## config.mk

```make
export PLATFORM = sky130hd
export DESIGN_NAME = ble_power_measurement_parser_unit
export DESIGN_NICKNAME = d
export VERILOG_FILES = /design/src/rtl/bpmp_pkg.sv /design/src/rtl/bpmp_in_stage.sv /design/src/rtl/bpmp_parse.sv /design/src/rtl/ble_power_measurement_parser_unit.sv
export SDC_FILE = /design/constraint.sdc
export NUM_CORES = 1
export LEC_CHECK = 0
export BUFFER_PORTS_ARGS = -buffer_cell sky130_fd_sc_hd__buf_4
export CAP_MARGIN = 30
export CORE_MARGIN = 3
export CORE_UTILIZATION = 45
export DETAILED_ROUTE_END_ITERATION = 12
export HOLD_SLACK_MARGIN = 0.02
export SETUP_SLACK_MARGIN = 0.5
export SYNTH_ARGS = -nofsm -noshare
export SYNTH_HDL_FRONTEND = slang
export SYNTH_SLANG_ARGS = --single-unit
```

## constraint.sdc

```tcl
create_clock -name aclk -period 10 [get_ports aclk]
set_clock_uncertainty 0.05 [all_clocks]
set_input_delay 2 -clock aclk [delete_from_list [all_inputs] [get_ports aclk]]
set_output_delay 2 -clock aclk [all_outputs]
set_load 0.03 [all_outputs]
```

## src/rtl/bpmp_pkg.sv

```systemverilog
// Shared types, constants and helpers for the BLE power measurement parser.
`default_nettype none
package bpmp_pkg;

    // Configuration register indexes
    localparam logic CFG_IDX_FTMS_MODE = 1'b0;
    localparam logic CFG_IDX_MAX_POWER = 1'b1;

    localparam int CFG_IDX_W  = 1;
    localparam int CFG_DATA_W = 15;
    localparam int POWER_W    = 15;

    localparam logic [POWER_W-1:0] MAX_POWER_RESET = 15'd3000;

    // Indoor bike data flag bits
    localparam logic [15:0] FLAG_MORE_DATA   = 16'h0001;
    localparam logic [15:0] FLAG_AVG_SPEED   = 16'h0002;
    localparam logic [15:0] FLAG_CADENCE     = 16'h0004;
    localparam logic [15:0] FLAG_AVG_CADENCE = 16'h0008;
    localparam logic [15:0] FLAG_DISTANCE    = 16'h0010;
    localparam logic [15:0] FLAG_RESISTANCE  = 16'h0020;
    localparam logic [15:0] FLAG_POWER       = 16'h0040;

    // Power offset in cycling power measurement packets
    localparam logic [3:0] CPM_POWER_OFFSET = 4'd2;
    localparam logic [7:0] POS_MAX          = 8'd255;
    localparam logic [7:0] POS_MIN_LAST     = 8'd3;

    // One input word
    typedef struct packed {
        logic [7:0] data_byte;
        logic       last_byte;
    } in_word_t;

    // Configuration seen by the parser
    typedef struct packed {
        logic               ftms_mode;
        logic [POWER_W-1:0] max_power;
    } cfg_t;

    // Byte index of the power field in an indoor bike data packet
    function automatic logic [3:0] offset_from_flags(input logic [15:0] f);
        logic [4:0] off;
        off = 5'd2;
        if ((f & FLAG_MORE_DATA) == 16'h0)   off = off + 5'd2;
        if ((f & FLAG_AVG_SPEED) != 16'h0)   off = off + 5'd2;
        if ((f & FLAG_CADENCE) != 16'h0)     off = off + 5'd2;
        if ((f & FLAG_AVG_CADENCE) != 16'h0) off = off + 5'd2;
        if ((f & FLAG_DISTANCE) != 16'h0)    off = off + 5'd3;
        if ((f & FLAG_RESISTANCE) != 16'h0)  off = off + 5'd2;
        return off[3:0];
    endfunction

endpackage
`default_nettype wire

```

## src/rtl/bpmp_in_stage.sv

```systemverilog
// Input register stage for the BLE power measurement parser.
`default_nettype none
module bpmp_in_stage (
    input  wire logic              aclk,
    input  wire logic              aresetn,
    input  wire logic              s_valid,
    output logic                   s_ready,
    input  wire bpmp_pkg::in_word_t s_word,
    input  wire logic              advance,
    output logic                   in_valid,
    output bpmp_pkg::in_word_t     in_word
);
    import bpmp_pkg::*;

    logic     in_valid_reg;
    logic     in_valid_next;
    in_word_t in_word_reg;

    // Take a word when empty or when the held word moves on this cycle
    assign s_ready = !in_valid_reg || advance;

    always_comb begin
        in_valid_next = in_valid_reg;
        if (s_valid && s_ready) begin
            in_valid_next = 1'b1;
        end else if (advance) begin
            in_valid_next = 1'b0;
        end
    end

    always_ff @(posedge aclk) begin
        if (!aresetn) begin
            in_valid_reg <= 1'b0;
        end else begin
            in_valid_reg <= in_valid_next;
        end
    end

    // Payload, no reset
    always_ff @(posedge aclk) begin
        if (s_valid && s_ready) begin
            in_word_reg <= s_word;
        end
    end

    assign in_valid = in_valid_reg;
    assign in_word  = in_word_reg;

endmodule
`default_nettype wire

```

## src/rtl/bpmp_parse.sv

```systemverilog
// Packet state tracking and result register for the BLE power measurement parser.
`default_nettype none
module bpmp_parse (
    input  wire logic                          aclk,
    input  wire logic                          aresetn,
    input  wire bpmp_pkg::cfg_t                cfg,
    input  wire logic                          in_valid,
    input  wire bpmp_pkg::in_word_t            in_word,
    output logic                               advance,
    output logic                               m_valid,
    input  wire logic                          m_ready,
    output logic [bpmp_pkg::POWER_W-1:0]       m_power_watts
);
    import bpmp_pkg::*;

    logic [7:0]         byte_position_reg,  byte_position_next;
    logic [15:0]        flag_word_reg,      flag_word_next;
    logic [3:0]         power_offset_reg,   power_offset_next;
    logic [7:0]         power_low_byte_reg, power_low_byte_next;
    logic [15:0]        power_word_reg,     power_word_next;
    logic               power_captured_reg, power_captured_next;
    logic               out_valid_reg,      out_valid_next;
    logic [POWER_W-1:0] out_power_reg,      out_power_next;

    logic               step;
    logic               ok;
    logic [POWER_W-1:0] clamped;
    logic [7:0]         off_lo;
    logic [7:0]         off_hi;

    // Move on whenever the result register is free or being drained
    assign advance = !out_valid_reg || m_ready;
    assign step    = in_valid && advance;

    assign off_lo = {4'h0, power_offset_reg};
    assign off_hi = off_lo + 8'd1;

    // Per-byte state update and result check
    always_comb begin
        byte_position_next  = byte_position_reg;
        flag_word_next      = flag_word_reg;
        power_offset_next   = power_offset_reg;
        power_low_byte_next = power_low_byte_reg;
        power_word_next     = power_word_reg;
        power_captured_next = power_captured_reg;
        out_valid_next      = out_valid_reg;
        out_power_next      = out_power_reg;
        ok                  = 1'b0;
        clamped             = '0;

        if (advance) begin
            out_valid_next = 1'b0;
        end

        if (step) begin
            if (byte_position_reg == 8'd0) begin
                flag_word_next = {8'h00, in_word.data_byte};
            end else if (byte_position_reg == 8'd1) begin
                flag_word_next    = {in_word.data_byte, flag_word_reg[7:0]};
                power_offset_next = cfg.ftms_mode ? offset_from_flags(flag_word_next)
                                                  : CPM_POWER_OFFSET;
            end else if (!power_captured_reg) begin
                if (byte_position_reg == off_lo) begin
                    power_low_byte_next = in_word.data_byte;
                end else if (byte_position_reg == off_hi) begin
                    power_word_next     = {in_word.data_byte, power_low_byte_reg};
                    power_captured_next = 1'b1;
                end
            end

            if (byte_position_reg != POS_MAX) begin
                byte_position_next = byte_position_reg + 8'd1;
            end

            if (in_word.last_byte) begin
                ok = (byte_position_reg >= POS_MIN_LAST) && power_captured_next;
                if (cfg.ftms_mode && ((flag_word_next & FLAG_POWER) == 16'h0)) begin
                    ok = 1'b0;
                end
                // Negative power reads as zero
                clamped = power_word_next[15] ? '0 : power_word_next[POWER_W-1:0];
                if (ok && (clamped <= cfg.max_power)) begin
                    out_valid_next = 1'b1;
                    out_power_next = clamped;
                end
                // End of packet: start fresh
                byte_position_next  = '0;
                flag_word_next      = '0;
                power_offset_next   = '0;
                power_low_byte_next = '0;
                power_word_next     = '0;
                power_captured_next = 1'b0;
            end
        end
    end

    always_ff @(posedge aclk) begin
        if (!aresetn) begin
            byte_position_reg  <= '0;
            flag_word_reg      <= '0;
            power_offset_reg   <= '0;
            power_low_byte_reg <= '0;
            power_word_reg     <= '0;
            power_captured_reg <= 1'b0;
            out_valid_reg      <= 1'b0;
        end else begin
            byte_position_reg  <= byte_position_next;
            flag_word_reg      <= flag_word_next;
            power_offset_reg   <= power_offset_next;
            power_low_byte_reg <= power_low_byte_next;
            power_word_reg     <= power_word_next;
            power_captured_reg <= power_captured_next;
            out_valid_reg      <= out_valid_next;
        end
    end

    // Result payload, no reset
    always_ff @(posedge aclk) begin
        out_power_reg <= out_power_next;
    end

    assign m_valid       = out_valid_reg;
    assign m_power_watts = out_power_reg;

endmodule
`default_nettype wire

```

## src/rtl/ble_power_measurement_parser_unit.sv

```systemverilog
// Top level of the BLE power measurement parser: config registers and stage wiring.
//
// Usage:
//   The s_ channel carries one packet byte per word (s_data_byte) with
//   s_last_byte marking the packet's final byte. The m_ channel returns at
//   most one word per packet, m_power_watts, at the packet's last byte.
//   cfg_wr_en/cfg_addr/cfg_wdata write ftms_mode (index 0) or max_power
//   (index 1); write only while the block is idle.
//   Throughput: one byte per cycle while no result waits or m_ready is high,
//   set by the single parse step between the input and result registers.
//   Result path: the last byte lands in the input register, then the parse
//   step loads the result register, which drives m_valid; while a result
//   waits and m_ready is low, the byte is held in the input register.
//   Reset (aresetn low, synchronous): packet state cleared, no word held,
//   ftms_mode = 0, max_power = 3000.
//   Stall: while m_ready is low and a result waits, an empty input register
//   still takes one more byte; then s_ready drops until the result is taken.
`default_nettype none
module ble_power_measurement_parser_unit (
    input  wire logic                                aclk,
    input  wire logic                                aresetn,
    input  wire logic                                s_valid,
    output logic                                     s_ready,
    input  wire logic [7:0]                          s_data_byte,
    input  wire logic                                s_last_byte,
    output logic                                     m_valid,
    input  wire logic                                m_ready,
    output logic [bpmp_pkg::POWER_W-1:0]             m_power_watts,
    input  wire logic                                cfg_wr_en,
    input  wire logic [bpmp_pkg::CFG_IDX_W-1:0]      cfg_addr,
    input  wire logic [bpmp_pkg::CFG_DATA_W-1:0]     cfg_wdata
);
    import bpmp_pkg::*;

    logic               ftms_mode_reg;
    logic [POWER_W-1:0] max_power_reg;
    cfg_t               cfg;
    in_word_t           s_word;
    in_word_t           in_word;
    logic               in_valid;
    logic               advance;

    // Configuration registers
    always_ff @(posedge aclk) begin
        if (!aresetn) begin
            ftms_mode_reg <= 1'b0;
            max_power_reg <= MAX_POWER_RESET;
        end else if (cfg_wr_en) begin
            case (cfg_addr)
                CFG_IDX_FTMS_MODE: ftms_mode_reg <= cfg_wdata[0];
                CFG_IDX_MAX_POWER: max_power_reg <= cfg_wdata[POWER_W-1:0];
                default: ;
            endcase
        end
    end

    assign cfg.ftms_mode = ftms_mode_reg;
    assign cfg.max_power = max_power_reg;

    assign s_word.data_byte = s_data_byte;
    assign s_word.last_byte = s_last_byte;

    bpmp_in_stage u_in_stage (
        .aclk     (aclk),
        .aresetn  (aresetn),
        .s_valid  (s_valid),
        .s_ready  (s_ready),
        .s_word   (s_word),
        .advance  (advance),
        .in_valid (in_valid),
        .in_word  (in_word)
    );

    bpmp_parse u_parse (
        .aclk          (aclk),
        .aresetn       (aresetn),
        .cfg           (cfg),
        .in_valid      (in_valid),
        .in_word       (in_word),
        .advance       (advance),
        .m_valid       (m_valid),
        .m_ready       (m_ready),
        .m_power_watts (m_power_watts)
    );

endmodule
`default_nettype wire

```

# --- Word level (Yosys, flattened, before mapping) ---
# Cells that the tools add are included.
word_totals:
  register_bits: 86
  word_cells: 114
  out_inout_bits: 17
  inputBits: 30
op_classes:
  n_reduce_logical: 23
  n_addsub: 7
  n_bitwise: 1
  mux: 59
  eq_ne: 8
  order_cmp: 2
ops:
  columns: ["op", "count"]
  rows:
  - ["$mux 16", 7]
  - ["$mux 4", 24]
  - ["$mux 8", 7]
  - ["$logic_not 16->1", 2]
  - ["$mux 7", 3]
  - ["$add 4x2->4 const B", 5]
  - ["$mux 1", 16]
  - ["$le 15x15->1", 1]
  - ["$mux 15", 1]
  - ["$add 8x1->8 const B", 1]
  - ["$eq 8x1->1 const B", 1]
  - ["$eq 8x4->1", 1]
  - ["$eq 8x8->1", 1]
  - ["$ge 8x2->1 const B", 1]
  - ["$logic_not 8->1", 1]
  - ["$ne 8x8->1 const B", 1]
  - ["$reduce_and 2->1", 4]
  - ["$reduce_bool 2->1", 4]
  - ["$ne 2x2->1 const B", 3]
  - ["$reduce_and 3->1", 2]
  - ["$add 4x1->5 const B", 1]
  - ["$logic_and 1x1->1", 5]
  - ["$reduce_and 5->1", 1]
  - ["$mux 3", 1]
  - ["other kinds (4)", 6]

# --- Depth between registers and ports, before layout ---
depth:
  word_depth: 31
  depth_mapped: 14
  mapped_depth_nobuf: 12

# --- Modules after synthesis ---
# From an unflattened synthesis, not the netlist that was laid out.
hier_totals:
  hier_cells: 441
  hier_area_um2: 4465.5
modules_own_cells:
  columns: ["module", "cells_each", "seq_area_each_um2", "area_per_inst_um2", "n_inst"]
  rows:
  - ["bpmp_parse", 356, 1351.3, 3454.6, 1]
  - ["ble_power_measurement_parser_unit", 71, 320.3, 683.2, 1]
  - ["bpmp_in_stage", 14, 290.3, 327.8, 1]

# --- Least setup slack after synthesis ---
# OpenSTA, ideal clock, no wires.
synth_path:
  kind: "in2out"
  from: "input port m_ready"
  to: "output port s_ready"
  n_path_buf: 0
  setup_slack_ps: 5573
  arrival_time_ps: 2377
  path_stages: 2
  required_time_ps: 7950
  path_cell_list: "nor2b_1 nand2_1"
synth_via:
  elab_chain_cells: 2
synth_lines:
  columns: ["item", "line_no", "text"]
  rows:
  - ["from (decl)", "ble_power_measurement_parser_unit.sv:27", "input wire logic m_ready,"]
  - ["$logic_or 1x1->1", "bpmp_parse.sv:32", "assign advance = !out_valid_reg || m_ready;"]
  - ["$logic_or 1x1->1", "bpmp_in_stage.sv:20", "assign s_ready = !in_valid_reg || advance;"]
  - ["to (decl)", "ble_power_measurement_parser_unit.sv:23", "output logic s_ready,"]
# No other way between the ends.

# --- Final worst setup path ---
# Ends and elaborated chain as after synthesis.

==> summary.txt <==
Run status
  • Outcome: complete, no violations

STA
  • Final min period: approximately 4.7 ns
  • Setup TNS: 0 ns
  • Final setup violation count: 0
  • RSZ-0062 raised after global routing: false
  • Slew Viols, Final: 0
  • Max frequency: between 200 and 250 MHz
  • Slew @ Worst Pin: about 0.89 ns
  • Worst Slack Setup Final: between 5 and 6 ns
  • Final cycle utilization of the critical path: between 40 and 50%
  • Max-slew headroom: roughly two fifths
  • Fin. Hold Viols: 0

Yosys
  • Fraction of synthesized area in multiplexers: between 5 and 6%
  • XOR/XNOR share of the synthesized area: between 3 and 4%
  • Synth Area in Compound Gates: around 15%
  • Ys async rst share: 0%
  • Netlist cell types: a little over 50
  • Adder-cell area share of the yosys netlist: under 10%
  • Syn_area_per_cell: ~10 sq um
  • Largest family of logic cells by synthesized area: simple AND/OR/NAND/NOR gates
  • Synth Area in Simple Gates: between 10% and 20%
  • Number of flops mapped to enable cells by yosys: 24
  • Top cells by area, synth: dfxtp_1, edfxtp_1, ha_1, nand2b_1, mux2i_1
  • Register area share after synthesis: between 40 and 50%
  • Synth Register Bits: 86
  • Cell taking the most area after synthesis: dfxtp_1
  • Main flop type after synthesis: dfxtp_1
  • Yosys top cell area share: between 20 and 30%
  • Post-Synthesis Net Count: around 470
  • Ys Warns: 0
  • Cell count after synthesis: about 420
  • Post-Syn Area: 0.004242 sq mm

GRT
  • Global-route wire length before repair: between 15 and 20 mm
  • Vias in the first global route: 3024
  • Gr usage total: a little under a fifth
  • Largest net degree at the start of global routing: 23
  • Initial antenna violation count: 0
  • GRT overflow: 0

Worst setup path
  • Most used cell, CP: buf_4
  • CP Buf/Inv Count: 2
  • Critical Path End Type: primary output
  • Critical path arrival: about 2.7 ns
  • CP Launch Type: primary input
  • Delay-heaviest family, CP: simple AND/OR/NAND/NOR gates
  • Crit path cell chain: buf_4 > nor2b_1 > nand2_1 > buf_4
  • CP Data Required Time: 7.95 ns
  • Worst path slowest cell: nor2b_1
  • Crit path max fanout: 3
  • Largest stage delay, worst path: between 0.2 and 0.25 ns
  • CP Class: primary input to primary output

Route
  • Starting DRT DRC Count: 90
  • Met2 wire length: roughly 4.6 mm
  • Wl on met1: 4.191 mm
  • Drt total wl: roughly 9.2 mm
  • DRC: 0
  • Met3 WL: 380 um
  • Avg WL per Cell: around 16 um
  • Vias per cell: ~5.4
  • Vias: ~3100
  • Drt first pass iters: 4
  • Antenna Nets Post-Route: 0
  • Top sig layer: met4

CTS
  • Num CTS Buffers: 9
  • Postcts setup bufs: 0
  • CTS tree: done
  • Worst-skew pair later-pin latency: between 0.3 and 0.4 ns
  • Clock sinks: 86
  • Clock transition at path regs: approximately 0.090 ns
  • H-tree Lvls: 3
  • Max Root-Sink Buffers: 2
  • PostCTS Resize Cnt: 0
  • Clock root buffer: clkbuf_8
  • Hold Buf Count CTS: 0

Pwr
  • Combinational power share: 7.2%
  • Worst vdd ir: 0.00007092 V
  • Clock Power Share: 38.2%
  • Switch Pwr: between 0.00015 and 0.0002 W
  • Static leakage: between 1.5 and 2 nW
  • Pwr dens: between 100 and 150 mW/mm^2
  • Switching Share: roughly 23%
  • Flop pwr share: around 55%
  • Pint: around 0.00053 W

Floorplanning
  • Die height: just over 100 um
  • IO Pins: 47
  • Die Footprint: around 0.011 sq mm
  • Core area: about 0.0089 sq mm
  • Row cnt: 34
  • Initial Utilization: between 40% and 50%
  • Die W: between 100 and 150 um

Final layout
  • # nets final: 514
  • Fraction of layout cells with a size suffix above 1: 17.24%
  • Diode count: 0
  • Area growth from synthesis to final layout: 14.22%
  • Max reg flops: 16

Placement
  • Number of buffers added on ports: between 40 and 50
  • Placer Congestion: roughly 0.83
  • DP HPWL: ~6.7 mm
  • Post-placement worst setup slack: around 5.3 ns

Min path
  • Hold crit path type: register to register

Run
  • Max_cap viols: 0
-- power groups by stage --
| stage | Combinational, W | Sequential, W | Clock, W |
|---|---|---|---|
| CTS | 0.0000498 | 0.000375 | 0.000271 |
| floorplan | 0.0000336 | 0.000378 | 0 |
| global placement | 0.0000469 | 0.000383 | 0 |
| finish | 0.0000496 | 0.000375 | 0.000262 |
| global route | 0.0000559 | 0.000376 | 0.000282 |
| detailed placement | 0.0000495 | 0.000383 | 0 |
-- cell families after synthesis --
group / after synthesis
compound gates: 83
xor+xnor: 16
fa+ha+maj: 25
buf+inv: 40
flops: 86
mux: 22
simple gates: 145
-- cell type report --
type | count | area (sq um)
fill | 807 | 4089
multi-input combinational | 291 | 2062
clock buffer | 9 | 123.9
sequential | 86 | 1962
clock inverter | 7 | 87.58
tap | 108 | 135.1
timing repair buffer | 49 | 391.6
inverter | 22 | 82.58
-- path summary, 6_finish.rpt --
path	start	end	slack, ns	cells after the start
worst max register to register	u_parse.power_offset_reg[0]	u_parse.m_power_watts[14]	5.47	13
worst min-delay path	max_power_reg[14]	max_power_reg[14]	0.41	2
worst max-delay path	m_ready	s_ready	5.26	4
worst min register to register	max_power_reg[14]	max_power_reg[14]	0.41	2
-- layer usage --
metal	vias to the layer above	GRT usage (%)
met5	-	0
met4	0	4.183
met3	10	4.804
met2	68	30.54
met1	1462	24.73
li1	1568	-
-- synth_stat cells, types with 2 or more instances --
library cell / instances
o211ai_1: 9
buf_6: 4
a31oi_1: 2
nand4b_1: 2
a22oi_1: 18
mux2_2: 3
mux2i_1: 19
edfxtp_1: 24
inv_1: 22
nor2b_1: 2
a21oi_1: 19
nand3b_1: 4
a21o_1: 2
nor2_1: 33
o21ai_0: 5
nand2_1: 40
or3_1: 2
nand4_1: 4
nand2b_1: 32
nor3_1: 7
a22o_1: 6
xnor2_1: 10
dfxtp_1: 62
nand3_1: 11
a211oi_1: 2
xor2_1: 6
clkbuf_1: 10
buf_12: 2
a22o_2: 10
ha_1: 24
-- worst min-delay path, stage by stage (launching register included) --
cell	delay [ns]
dfxtp_1	0.32
nand2_1	0.05
a21oi_1	0.05
-- cells in the final DEF (no fill, tap or decap), types with 2 or more instances in the layout --
cell type,netlist,layout
clkbuf_8,0,9
nor3_1,7,7
a21oi_1,19,19
nand2_1,40,40
nor2_1,33,33
buf_4,1,47
bufinv_16,0,2
or3_1,2,2
xnor2_1,10,10
a31oi_1,2,2
mux2_2,3,3
a211oi_1,2,2
nand3b_1,4,4
nand2b_1,32,32
dfxtp_1,62,62
nand4b_1,2,2
o21ai_0,5,5
ha_1,24,24
a21o_1,2,2
a22o_2,10,10
a22o_1,6,6
xor2_1,6,6
edfxtp_1,24,24
inv_1,22,22
o211ai_1,9,9
mux2i_1,19,19
a22oi_1,18,18
nand3_1,11,11
nand4_1,4,4
nor2b_1,2,2
clkinv_1,0,3
-- per-stage QoR --
step / cells / area, sq um / total power [W] / util [%] / hold slack [ns]
after global placement: 554 / 4594 / 0.0004295 / 51.43 / 0.3957
final: 572 / 4845 / 0.0006865 / 54.23 / 0.4111
after global routing: 572 / 4845 / 0.0007138 / 54.23 / 0.4288
after detailed placement: 555 / 4622 / 0.0004324 / 51.74 / 0.3999
after CTS: 571 / 4833 / 0.0006958 / 54.10 / 0.4129
after floorplan: 417 / 4242 / 0.0004112 / - / 0.3863
(Power assumes the default switching activity.)
